$ cat config.mk
export PLATFORM = sky130hd
export DESIGN_NAME = cartridge_bank_controller_write_core_flat
export DESIGN_NICKNAME = d
export VERILOG_FILES = /design/src/rtl/core/cbcw_pkg.sv /design/src/rtl/core/cbcw_if.sv /design/src/rtl/core/cartridge_bank_controller_write.sv /design/src/flat_wrapper.sv
export VERILOG_INCLUDE_DIRS = /design/src /design/src/rtl/core
export SDC_FILE = /design/constraint.sdc
export NUM_CORES = 1
export LEC_CHECK = 0
export ABC_CLOCK_PERIOD_IN_PS = 4900
export BUFFER_PORTS_ARGS = -buffer_cell sky130_fd_sc_hd__buf_2
export CAP_MARGIN = 0
export CELL_PAD_IN_SITES_DETAIL_PLACEMENT = 0
export CELL_PAD_IN_SITES_GLOBAL_PLACEMENT = 1
export CORE_MARGIN = 3
export CORE_UTILIZATION = 34
export DETAILED_ROUTE_END_ITERATION = 10
export GPL_ROUTABILITY_DRIVEN = 0
export GPL_TIMING_DRIVEN = 0
export PLACE_DENSITY = 0.92
export SYNTH_ARGS = -nofsm -noshare
export SYNTH_HDL_FRONTEND = slang
export SYNTH_SLANG_ARGS = --single-unit
$ cat constraint.sdc
create_clock -name i_clk -period 4.9 [get_ports i_clk]
set_input_delay 1.225 -clock i_clk [delete_from_list [all_inputs] [get_ports i_clk]]
set_output_delay 1.225 -clock i_clk [all_outputs]
set_load 0.01 [all_outputs]
$ cat src/rtl/core/assert_macros.svh
// Assertion macros for the core RTL files.
`ifndef ASSERT_MACROS_SVH
`define ASSERT_MACROS_SVH

// Consequent must hold in the same cycle as the antecedent.
`define CBCW_ASSERT_SAME(label, clk, rst_n, ante, cons) \
    label: assert property (@(posedge clk) disable iff (!rst_n) (ante) |-> (cons)) \
        else $error("cbcw assertion failed");

// Consequent must hold in the cycle after the antecedent.
`define CBCW_ASSERT_NEXT(label, clk, rst_n, ante, cons) \
    label: assert property (@(posedge clk) disable iff (!rst_n) (ante) |=> (cons)) \
        else $error("cbcw assertion failed");

`endif

$ cat src/rtl/core/cbcw_pkg.sv
`default_nettype none

package cbcw_pkg;

    localparam int ADDR_W    = 15;
    localparam int DATA_W    = 8;
    localparam int ROM_BANK_W = 9;
    localparam int RAM_BANK_W = 4;
    localparam int CLK_SEL_W  = 4;
    localparam int KIND_W     = 3;

    localparam logic [KIND_W-1:0] MAPPER_MBC1       = 3'd0;
    localparam logic [KIND_W-1:0] MAPPER_MBC2       = 3'd1;
    localparam logic [KIND_W-1:0] MAPPER_MBC3       = 3'd2;
    localparam logic [KIND_W-1:0] MAPPER_MBC5       = 3'd3;
    localparam logic [KIND_W-1:0] MAPPER_MBC7       = 3'd4;
    localparam logic [KIND_W-1:0] MAPPER_IR_CART    = 3'd5;
    localparam logic [KIND_W-1:0] MAPPER_CLOCK_CART = 3'd6;

    localparam logic [ADDR_W-1:0] ADDR_ENABLE_END = 15'h1FFF;
    localparam logic [ADDR_W-1:0] ADDR_ROM_LO_END = 15'h2FFF;
    localparam logic [ADDR_W-1:0] ADDR_ROM_END    = 15'h3FFF;
    localparam logic [ADDR_W-1:0] ADDR_RAM_END    = 15'h5FFF;

    localparam logic [3:0]        RAM_ENABLE_CODE  = 4'hA;
    localparam logic [DATA_W-1:0] SECOND_EN_CODE   = 8'h40;
    localparam logic [DATA_W-1:0] MBC3_RAM_MAX     = 8'h03;
    localparam logic [DATA_W-1:0] MBC3_CLK_MIN     = 8'h08;
    localparam logic [DATA_W-1:0] MBC3_CLK_MAX     = 8'h0C;
    localparam int                MBC2_SELECT_BIT  = 8;

    localparam logic [ROM_BANK_W-1:0] ROM_BANK_RESET = 9'd1;

    typedef struct packed {
        logic [ROM_BANK_W-1:0] rom_sel;
        logic [RAM_BANK_W-1:0] ram_bank;
        logic                  ram_en;
        logic                  second_en;
        logic                  mbc1_mode;
        logic [CLK_SEL_W-1:0]  clk_sel;
    } t_bank_state;

endpackage

`default_nettype wire

$ cat src/rtl/core/cbcw_if.sv
`default_nettype none

interface cbcw_wr_if;
    logic                           valid;
    logic                           ready;
    logic [cbcw_pkg::ADDR_W-1:0]    bus_address;
    logic [cbcw_pkg::DATA_W-1:0]    write_data;

    modport source (output valid, output bus_address, output write_data, input ready);
    modport sink   (input valid, input bus_address, input write_data, output ready);
endinterface

interface cbcw_res_if;
    logic                               valid;
    logic                               ready;
    logic [cbcw_pkg::ROM_BANK_W-1:0]    rom_bank_now;
    logic [cbcw_pkg::RAM_BANK_W-1:0]    ram_bank_now;
    logic                               ram_enabled;
    logic                               second_ram_enabled;
    logic                               ram_banking_mode;
    logic [cbcw_pkg::CLK_SEL_W-1:0]     clock_register_select;

    modport source (output valid, output rom_bank_now, output ram_bank_now,
                    output ram_enabled, output second_ram_enabled,
                    output ram_banking_mode, output clock_register_select,
                    input ready);
    modport sink   (input valid, input rom_bank_now, input ram_bank_now,
                    input ram_enabled, input second_ram_enabled,
                    input ram_banking_mode, input clock_register_select,
                    output ready);
endinterface

`default_nettype wire

$ cat src/rtl/core/cartridge_bank_controller_write.sv
// Channel   Dir  Handshake          Payload
// i_wr      in   valid/ready        bus_address[14:0], write_data[7:0]
// o_res     out  valid/ready        bank register snapshot after the write
// apb       in   psel/penable/pwr   mapper_kind at byte address 0
//
// Each item passes through the input register and then the result register.
// A new item is accepted every cycle while results are taken, so throughput is one item
// per clock, and a result is valid once its item moves on from the input register.
// The bank registers themselves form the result payload and change only when a result loads.
// When the result is stalled, one item waits in the input register and then ready drops.
// Synchronous active-low reset returns the bank registers and mapper kind to their defaults.
`default_nettype none
`include "assert_macros.svh"

module cartridge_bank_controller_write_core (
    input  wire logic       i_clk,
    input  wire logic       i_rst_n,
    cbcw_wr_if.sink         i_wr,
    cbcw_res_if.source      o_res,
    input  wire logic       psel,
    input  wire logic       penable,
    input  wire logic       pwrite,
    input  wire logic [2:0] paddr,
    input  wire logic [31:0] pwdata,
    output logic [31:0]     prdata,
    output logic            pready
);

    logic [cbcw_pkg::KIND_W-1:0] r_kind;
    logic                        r_s1_valid;
    logic [cbcw_pkg::ADDR_W-1:0] r_addr;
    logic [cbcw_pkg::DATA_W-1:0] r_data;
    logic                        r_out_valid;
    cbcw_pkg::t_bank_state       r_state;
    cbcw_pkg::t_bank_state       n_state;
    logic                        s1_advance;
    logic                        in_accept;
    logic                        enable_bit;
    logic [4:0]                  low5;
    logic [3:0]                  low4;
    logic [5:0]                  low6;
    logic [6:0]                  low7;

    assign pready = 1'b1;
    assign prdata = paddr[2] ? 32'd0 : {29'd0, r_kind};

    always_ff @(posedge i_clk) begin
        if (!i_rst_n) begin
            r_kind <= cbcw_pkg::MAPPER_MBC1;
        end else if (psel && penable && pwrite && !paddr[2]) begin
            r_kind <= pwdata[cbcw_pkg::KIND_W-1:0];
        end
    end

    assign s1_advance = r_s1_valid && (!r_out_valid || o_res.ready);
    assign i_wr.ready = !r_s1_valid || s1_advance;
    assign in_accept  = i_wr.valid && i_wr.ready;

    always_ff @(posedge i_clk) begin
        if (!i_rst_n) begin
            r_s1_valid <= 1'b0;
        end else if (i_wr.ready) begin
            r_s1_valid <= i_wr.valid;
        end
    end

    always_ff @(posedge i_clk) begin
        if (in_accept) begin
            r_addr <= i_wr.bus_address;
            r_data <= i_wr.write_data;
        end
    end

    assign enable_bit = (r_data[3:0] == cbcw_pkg::RAM_ENABLE_CODE);
    assign low4 = (r_data[3:0] == 4'd0) ? 4'd1 : r_data[3:0];
    assign low5 = (r_data[4:0] == 5'd0) ? 5'd1 : r_data[4:0];
    assign low6 = (r_data[5:0] == 6'd0) ? 6'd1 : r_data[5:0];
    assign low7 = (r_data[6:0] == 7'd0) ? 7'd1 : r_data[6:0];

    always_comb begin
        n_state = r_state;
        case (r_kind)
            cbcw_pkg::MAPPER_MBC1: begin
                if (r_addr <= cbcw_pkg::ADDR_ENABLE_END) begin
                    n_state.ram_en = enable_bit;
                end else if (r_addr <= cbcw_pkg::ADDR_ROM_END) begin
                    if (!r_state.mbc1_mode) begin
                        n_state.rom_sel = {2'b00, r_state.ram_bank[1:0], low5};
                    end else begin
                        n_state.rom_sel = {4'b0000, low5};
                    end
                end else if (r_addr <= cbcw_pkg::ADDR_RAM_END) begin
                    n_state.ram_bank = {2'b00, r_data[1:0]};
                    if (!r_state.mbc1_mode) begin
                        n_state.rom_sel = {2'b00, r_data[1:0], r_state.rom_sel[4:0]};
                    end
                end else begin
                    n_state.mbc1_mode = r_data[0];
                    if (!r_data[0]) begin
                        n_state.rom_sel = {2'b00, r_state.ram_bank[1:0],
                                           r_state.rom_sel[4:0]};
                    end
                end
            end
            cbcw_pkg::MAPPER_MBC2: begin
                if (r_addr <= cbcw_pkg::ADDR_ENABLE_END) begin
                    if (!r_addr[cbcw_pkg::MBC2_SELECT_BIT]) begin
                        n_state.ram_en = enable_bit;
                    end
                end else if (r_addr <= cbcw_pkg::ADDR_ROM_END) begin
                    if (r_addr[cbcw_pkg::MBC2_SELECT_BIT]) begin
                        n_state.rom_sel = {5'd0, low4};
                    end
                end
            end
            cbcw_pkg::MAPPER_MBC3: begin
                if (r_addr <= cbcw_pkg::ADDR_ENABLE_END) begin
                    n_state.ram_en = enable_bit;
                end else if (r_addr <= cbcw_pkg::ADDR_ROM_END) begin
                    n_state.rom_sel = {2'b00, low7};
                end else if (r_addr <= cbcw_pkg::ADDR_RAM_END) begin
                    if (r_data <= cbcw_pkg::MBC3_RAM_MAX) begin
                        n_state.ram_bank = {2'b00, r_data[1:0]};
                        n_state.clk_sel  = 4'd0;
                    end else if (r_data >= cbcw_pkg::MBC3_CLK_MIN &&
                                 r_data <= cbcw_pkg::MBC3_CLK_MAX) begin
                        n_state.clk_sel  = r_data[3:0];
                        n_state.ram_bank = 4'd0;
                    end else begin
                        n_state.clk_sel  = 4'd0;
                        n_state.ram_bank = 4'd0;
                    end
                end
            end
            cbcw_pkg::MAPPER_MBC5: begin
                if (r_addr <= cbcw_pkg::ADDR_ENABLE_END) begin
                    n_state.ram_en = enable_bit;
                end else if (r_addr <= cbcw_pkg::ADDR_ROM_LO_END) begin
                    n_state.rom_sel = {r_state.rom_sel[8], r_data};
                end else if (r_addr <= cbcw_pkg::ADDR_ROM_END) begin
                    n_state.rom_sel = {r_data[0], r_state.rom_sel[7:0]};
                end else if (r_addr <= cbcw_pkg::ADDR_RAM_END) begin
                    n_state.ram_bank = r_data[3:0];
                end
            end
            cbcw_pkg::MAPPER_MBC7: begin
                if (r_addr <= cbcw_pkg::ADDR_ENABLE_END) begin
                    n_state.ram_en = enable_bit;
                end else if (r_addr <= cbcw_pkg::ADDR_ROM_END) begin
                    n_state.rom_sel = (r_data == 8'd0) ? cbcw_pkg::ROM_BANK_RESET
                                                       : {1'b0, r_data};
                end else if (r_addr <= cbcw_pkg::ADDR_RAM_END) begin
                    n_state.second_en = (r_data == cbcw_pkg::SECOND_EN_CODE);
                end
            end
            cbcw_pkg::MAPPER_IR_CART: begin
                if (r_addr <= cbcw_pkg::ADDR_ENABLE_END) begin
                    n_state.ram_en = enable_bit;
                end else if (r_addr <= cbcw_pkg::ADDR_ROM_END) begin
                    n_state.rom_sel = {3'b000, low6};
                end else if (r_addr <= cbcw_pkg::ADDR_RAM_END) begin
                    n_state.ram_bank = {2'b00, r_data[1:0]};
                end
            end
            cbcw_pkg::MAPPER_CLOCK_CART: begin
                if (r_addr <= cbcw_pkg::ADDR_ENABLE_END) begin
                    n_state.ram_en = enable_bit;
                end else if (r_addr <= cbcw_pkg::ADDR_ROM_END) begin
                    n_state.rom_sel = {2'b00, r_data[6:0]};
                end else if (r_addr <= cbcw_pkg::ADDR_RAM_END) begin
                    n_state.ram_bank = {2'b00, r_data[1:0]};
                end
            end
            default: begin
                n_state = r_state;
            end
        endcase
    end

    always_ff @(posedge i_clk) begin
        if (!i_rst_n) begin
            r_state.rom_sel   <= cbcw_pkg::ROM_BANK_RESET;
            r_state.ram_bank  <= '0;
            r_state.ram_en    <= 1'b0;
            r_state.second_en <= 1'b0;
            r_state.mbc1_mode <= 1'b0;
            r_state.clk_sel   <= '0;
        end else if (s1_advance) begin
            r_state <= n_state;
        end
    end

    always_ff @(posedge i_clk) begin
        if (!i_rst_n) begin
            r_out_valid <= 1'b0;
        end else if (s1_advance) begin
            r_out_valid <= 1'b1;
        end else if (o_res.ready) begin
            r_out_valid <= 1'b0;
        end
    end

    assign o_res.valid                 = r_out_valid;
    assign o_res.rom_bank_now          = r_state.rom_sel;
    assign o_res.ram_bank_now          = r_state.ram_bank;
    assign o_res.ram_enabled           = r_state.ram_en;
    assign o_res.second_ram_enabled    = r_state.second_en;
    assign o_res.ram_banking_mode      = r_state.mbc1_mode;
    assign o_res.clock_register_select = r_state.clk_sel;

    `CBCW_ASSERT_NEXT(a_accept_fills_stage, i_clk, i_rst_n, in_accept, r_s1_valid)
    `CBCW_ASSERT_NEXT(a_advance_gives_result, i_clk, i_rst_n, s1_advance, r_out_valid)
    `CBCW_ASSERT_NEXT(a_waiting_item_kept, i_clk, i_rst_n, r_s1_valid && !s1_advance, r_s1_valid && $stable(r_addr))
    `CBCW_ASSERT_NEXT(a_stalled_state_held, i_clk, i_rst_n, r_out_valid && !o_res.ready, $stable(r_state))

endmodule

`default_nettype wire
$ cat src/flat_wrapper.sv
// flat-port wrapper written by rule: the top's interface ports become plain ports
module cartridge_bank_controller_write_core_flat 
  (i_clk, i_rst_n, psel, penable, pwrite, paddr, pwdata, prdata, pready, i_wr_valid, i_wr_bus_address, i_wr_write_data, i_wr_ready, o_res_valid, o_res_rom_bank_now, o_res_ram_bank_now, o_res_ram_enabled, o_res_second_ram_enabled, o_res_ram_banking_mode, o_res_clock_register_select, o_res_ready);
  cbcw_wr_if i_wr_i ();
  cbcw_res_if o_res_i ();
  input  wire logic i_clk;
  input  wire logic i_rst_n;
  input  wire logic psel;
  input  wire logic penable;
  input  wire logic pwrite;
  input  wire logic [2:0] paddr;
  input  wire logic [31:0] pwdata;
  output logic [31:0] prdata;
  output logic pready;
  input wire logic [$bits(i_wr_i.valid)-1:0] i_wr_valid;
  input wire logic [$bits(i_wr_i.bus_address)-1:0] i_wr_bus_address;
  input wire logic [$bits(i_wr_i.write_data)-1:0] i_wr_write_data;
  output wire logic [$bits(i_wr_i.ready)-1:0] i_wr_ready;
  output wire logic [$bits(o_res_i.valid)-1:0] o_res_valid;
  output wire logic [$bits(o_res_i.rom_bank_now)-1:0] o_res_rom_bank_now;
  output wire logic [$bits(o_res_i.ram_bank_now)-1:0] o_res_ram_bank_now;
  output wire logic [$bits(o_res_i.ram_enabled)-1:0] o_res_ram_enabled;
  output wire logic [$bits(o_res_i.second_ram_enabled)-1:0] o_res_second_ram_enabled;
  output wire logic [$bits(o_res_i.ram_banking_mode)-1:0] o_res_ram_banking_mode;
  output wire logic [$bits(o_res_i.clock_register_select)-1:0] o_res_clock_register_select;
  input wire logic [$bits(o_res_i.ready)-1:0] o_res_ready;
  assign i_wr_i.valid = i_wr_valid;
  assign i_wr_i.bus_address = i_wr_bus_address;
  assign i_wr_i.write_data = i_wr_write_data;
  assign i_wr_ready = i_wr_i.ready;
  assign o_res_valid = o_res_i.valid;
  assign o_res_rom_bank_now = o_res_i.rom_bank_now;
  assign o_res_ram_bank_now = o_res_i.ram_bank_now;
  assign o_res_ram_enabled = o_res_i.ram_enabled;
  assign o_res_second_ram_enabled = o_res_i.second_ram_enabled;
  assign o_res_ram_banking_mode = o_res_i.ram_banking_mode;
  assign o_res_clock_register_select = o_res_i.clock_register_select;
  assign o_res_i.ready = o_res_ready;
  cartridge_bank_controller_write_core u_core (.i_clk(i_clk), .i_rst_n(i_rst_n), .i_wr(i_wr_i), .o_res(o_res_i), .psel(psel), .penable(penable), .pwrite(pwrite), .paddr(paddr), .pwdata(pwdata), .prdata(prdata), .pready(pready));
endmodule
==> results.sh <==
export IMPL_tritoncts="done"
export IMPL_ioPinCount=120
export IMPL_ys_warnings_count=0
export IMPL_worstSetupEndpointType="output port"
export IMPL_overflow=0
export IMPL_numClockSinks=37
export IMPL_synth_top_family_by_area="simple AND/OR/NAND/NOR gates"
export IMPL_fin_ws_ns=1.94
export IMPL_clkLatencyLatePin_ns=0.30
export IMPL_nets=406
export IMPL_drc_errors=0
export IMPL_fin_cells=419
export IMPL_max_stage_delay_ns=0.18
export IMPL_grt_pass1_wl_um=8650
export IMPL_clkTransAtPathRegs_ns=0.08
export IMPL_final_core_util=0.439
export IMPL_finalSetupViolations=0
export IMPL_postRouteAntennaNets=0
export IMPL_via_count=2091
export IMPL_synth_area_leaders="dfxtp_1, edfxtp_1, buf_4, mux2i_1, nor2_1"
export IMPL_synth_most_common_cell="buf_4"
export IMPL_hpwl_um=4290
export IMPL_ys_seq_area_frac=0.379
export IMPL_dp_cells=411
export IMPL_clock_root_buffer="clkbuf_8"
export IMPL_slowest_stage="nor2b_1"
export IMPL_synth_async_reset_ratio=0
export IMPL_ir_drop_mv=0.239
export IMPL_synth_compound_area_frac=0.186
export IMPL_p_leak_uw=0.00129
export IMPL_netlist_instances=259
export IMPL_grt_max_degree=14
export IMPL_path_class="in2out"
export IMPL_hold_viol_final=0
export IMPL_cp_arrival_ns=1.74
export IMPL_drv_cap=0
export IMPL_synth_edf_count=12
export IMPL_core_area_mm2=0.00642
export IMPL_num_rows=29
export IMPL_fillers=644
export IMPL_holdCritPathClass="reg2reg"
export IMPL_rsz0062_at_grt="false"
export IMPL_timing_final_max_slew_violations=0
export IMPL_synth_mux_area_frac=0.0711
export IMPL_worst_pin_slew_ns=0.701
export IMPL_n_antenna_cell=0
export IMPL_syn_area_per_cell_um2=8.76
export IMPL_postSynthRegisterBits=37
export IMPL_syn_area_mm2=0.00227
export IMPL_cp_max_fo=3
export IMPL_port_buffers=47
export IMPL_drt_iter0_drc=99
export IMPL_drive_gt1_frac=0.301
export IMPL_cp_start_kind="input pin"
export IMPL_synth_common_cells="buf_4, nor2_1, dfxtp_1, nand2_1, mux2i_1"
export IMPL_yosys_area_share_xor_xnor=0
export IMPL_yosysTopAreaCell="dfxtp_1"
export IMPL_cts_path_max_buffers=2
export IMPL_synth_simple_area_share=0.224
export IMPL_ctsHoldBuffers=0
export IMPL_multiInputGateArea_mm2=0.00120
export IMPL_pre_cts_slack_ns=1.93
export IMPL_seq_area_um2=861
export IMPL_synth_fa_ha_area_frac=0
export IMPL_ys_flop_type="dfxtp_1"
export IMPL_cts_buffers_inserted=5
export IMPL_cp_required_ns=3.67
export IMPL_htreeDepth=2
export IMPL_fmax_ghz=0.338
export IMPL_dieHeight_um=87.7
export IMPL_cts_resized=0
export IMPL_synthDistinctLibCells=54
export IMPL_fin_setup_tns_ns=0
export IMPL_initial_core_util=0.353
export IMPL_routed_wl_um=5500
export IMPL_grt_antenna_before_repair=0
export IMPL_viasPerCell=4.99
export IMPL_synth_top_cell_area_share=0.221
export IMPL_first_pass_iters=4
export IMPL_p_total_uw=710
export IMPL_fin_skew_ns=0.00955
export IMPL_cellPowerDensity_mw_per_mm2=251
export IMPL_path_common_cell="buf_2"
export IMPL_cp_cell_sequence="buf_2 > nor2b_1 > nand2_1 > buf_2"
export IMPL_grt_use_total=0.143
export IMPL_die_width_um=87.7
export IMPL_period_needed_ns=2.96
export IMPL_wl_per_cell_um=13.1
export IMPL_relSlewSlack=0.529
export IMPL_grt_pass1_vias=1810
export IMPL_post_cts_setup_buffers=0
export IMPL_status="completed"
export IMPL_die_area_mm2=0.00769
export IMPL_period_share=0.604
export IMPL_syn_to_final_growth_pct=24.3
flip-flops by register name, summed over array words and instances (netlist names):
register,count
u_core.o_res.rom_bank_now,9
u_core.r_data,8
u_core.o_res.clock_register_select,4
u_core.o_res.ram_bank_now,4
u_core.r_addr,4
u_core.r_kind,3
u_core.o_res.ram_banking_mode,1
u_core.o_res.ram_enabled,1
u_core.o_res.second_ram_enabled,1
u_core.o_res.valid,1
u_core.r_s1_valid,1
cells by family (layout without fill, tap and decap cells):
group,count (synthesis),after routing
AO/OA/AOI/OAI,58,58
buffers and inverters,47,102
flip-flops,37,37
multiplexers,16,16
other,2,30
AND/OR/NAND/NOR,99,99
layer usage:
layer / track usage / up-vias / wire [µm]
met3: 0.0367 / 16 / 489
met5: 0 / - / 0
met2: 0.228 / 122 / 2530
met4: 0.0628 / 0 / 145
met1: 0.181 / 925 / 2330
li1: - / 1028 / -
path summary, 6_finish.rpt:
path         slack, ns  cells after the start                                    end                                  start
max               1.94                      4                             i_wr_ready                            o_res_ready
min               0.46                      2  u_core.o_res.clock_register_select[1]  u_core.o_res.clock_register_select[1]
max reg2reg       2.81                      8           u_core.o_res.rom_bank_now[0]                       u_core.r_kind[0]
min reg2reg       0.46                      2  u_core.o_res.clock_register_select[1]  u_core.o_res.clock_register_select[1]
layout make-up:
type,count,share of cell area
repair buffers,47,0.0834
well taps,77,0.0341
flip-flops and latches,37,0.305
multi-input cells,203,0.427
clock inverters,3,0.0164
plain buffers,44,0.106
clock buffers,5,0.0244
inverters,3,0.00399
per-stage QoR:
| step | hold WS [ns] | area (µm²) |
|---|---|---|
| floorplan | 0.476 | 2370 |
| global placement | 0.442 | 2710 |
| detailed placement | 0.452 | 2710 |
| CTS | 0.464 | 2820 |
| global route | 0.489 | 2820 |
| finish | 0.461 | 2820 |
where the power goes:
part / switching (µW) / leakage [µW] / total [µW] / internal, µW
clock network: 115 / 0.0000543 / 268 / 152
logic: 57.8 / 0.000915 / 105 / 47.5
registers: 9.31 / 0.000320 / 337 / 327
worst max-delay path, delay by kind of cell:
family	cells	cell delay (ns)
buf+inv	2	0.24
simple gates	2	0.26
placed cells by master (no fill, tap or decap), types with 2 or more instances in the layout:
cell      netlist  layout
o211ai_1        2       2
edfxtp_1       12      12
nand2_1        23      23
o22ai_1         2       2
and3b_1         2       2
buf_4          32      32
nor3b_1         2       2
mux2i_1        15      15
a31oi_1         2       2
inv_1           3       3
nor3_1          3       3
nor4_1          2       2
buf_2           4      51
a21oi_1        12      12
o31ai_1         3       3
nand2b_1        6       6
clkbuf_1        7       7
and2_1          5       5
nor4bb_1        2       2
nor2_1         27      27
nand3_1         7       7
nand4_1         3       3
a22oi_1         4       4
conb_1          2      30
o21ai_0         6       6
a211oi_1        4       4
o21bai_1        2       2
o21a_1          3       3
nor2b_1        10      10
a21bo_2         3       3
dfxtp_1        25      25
a211o_1         2       2
clkbuf_8        0       5
Power figures use the tool's default switching activity.
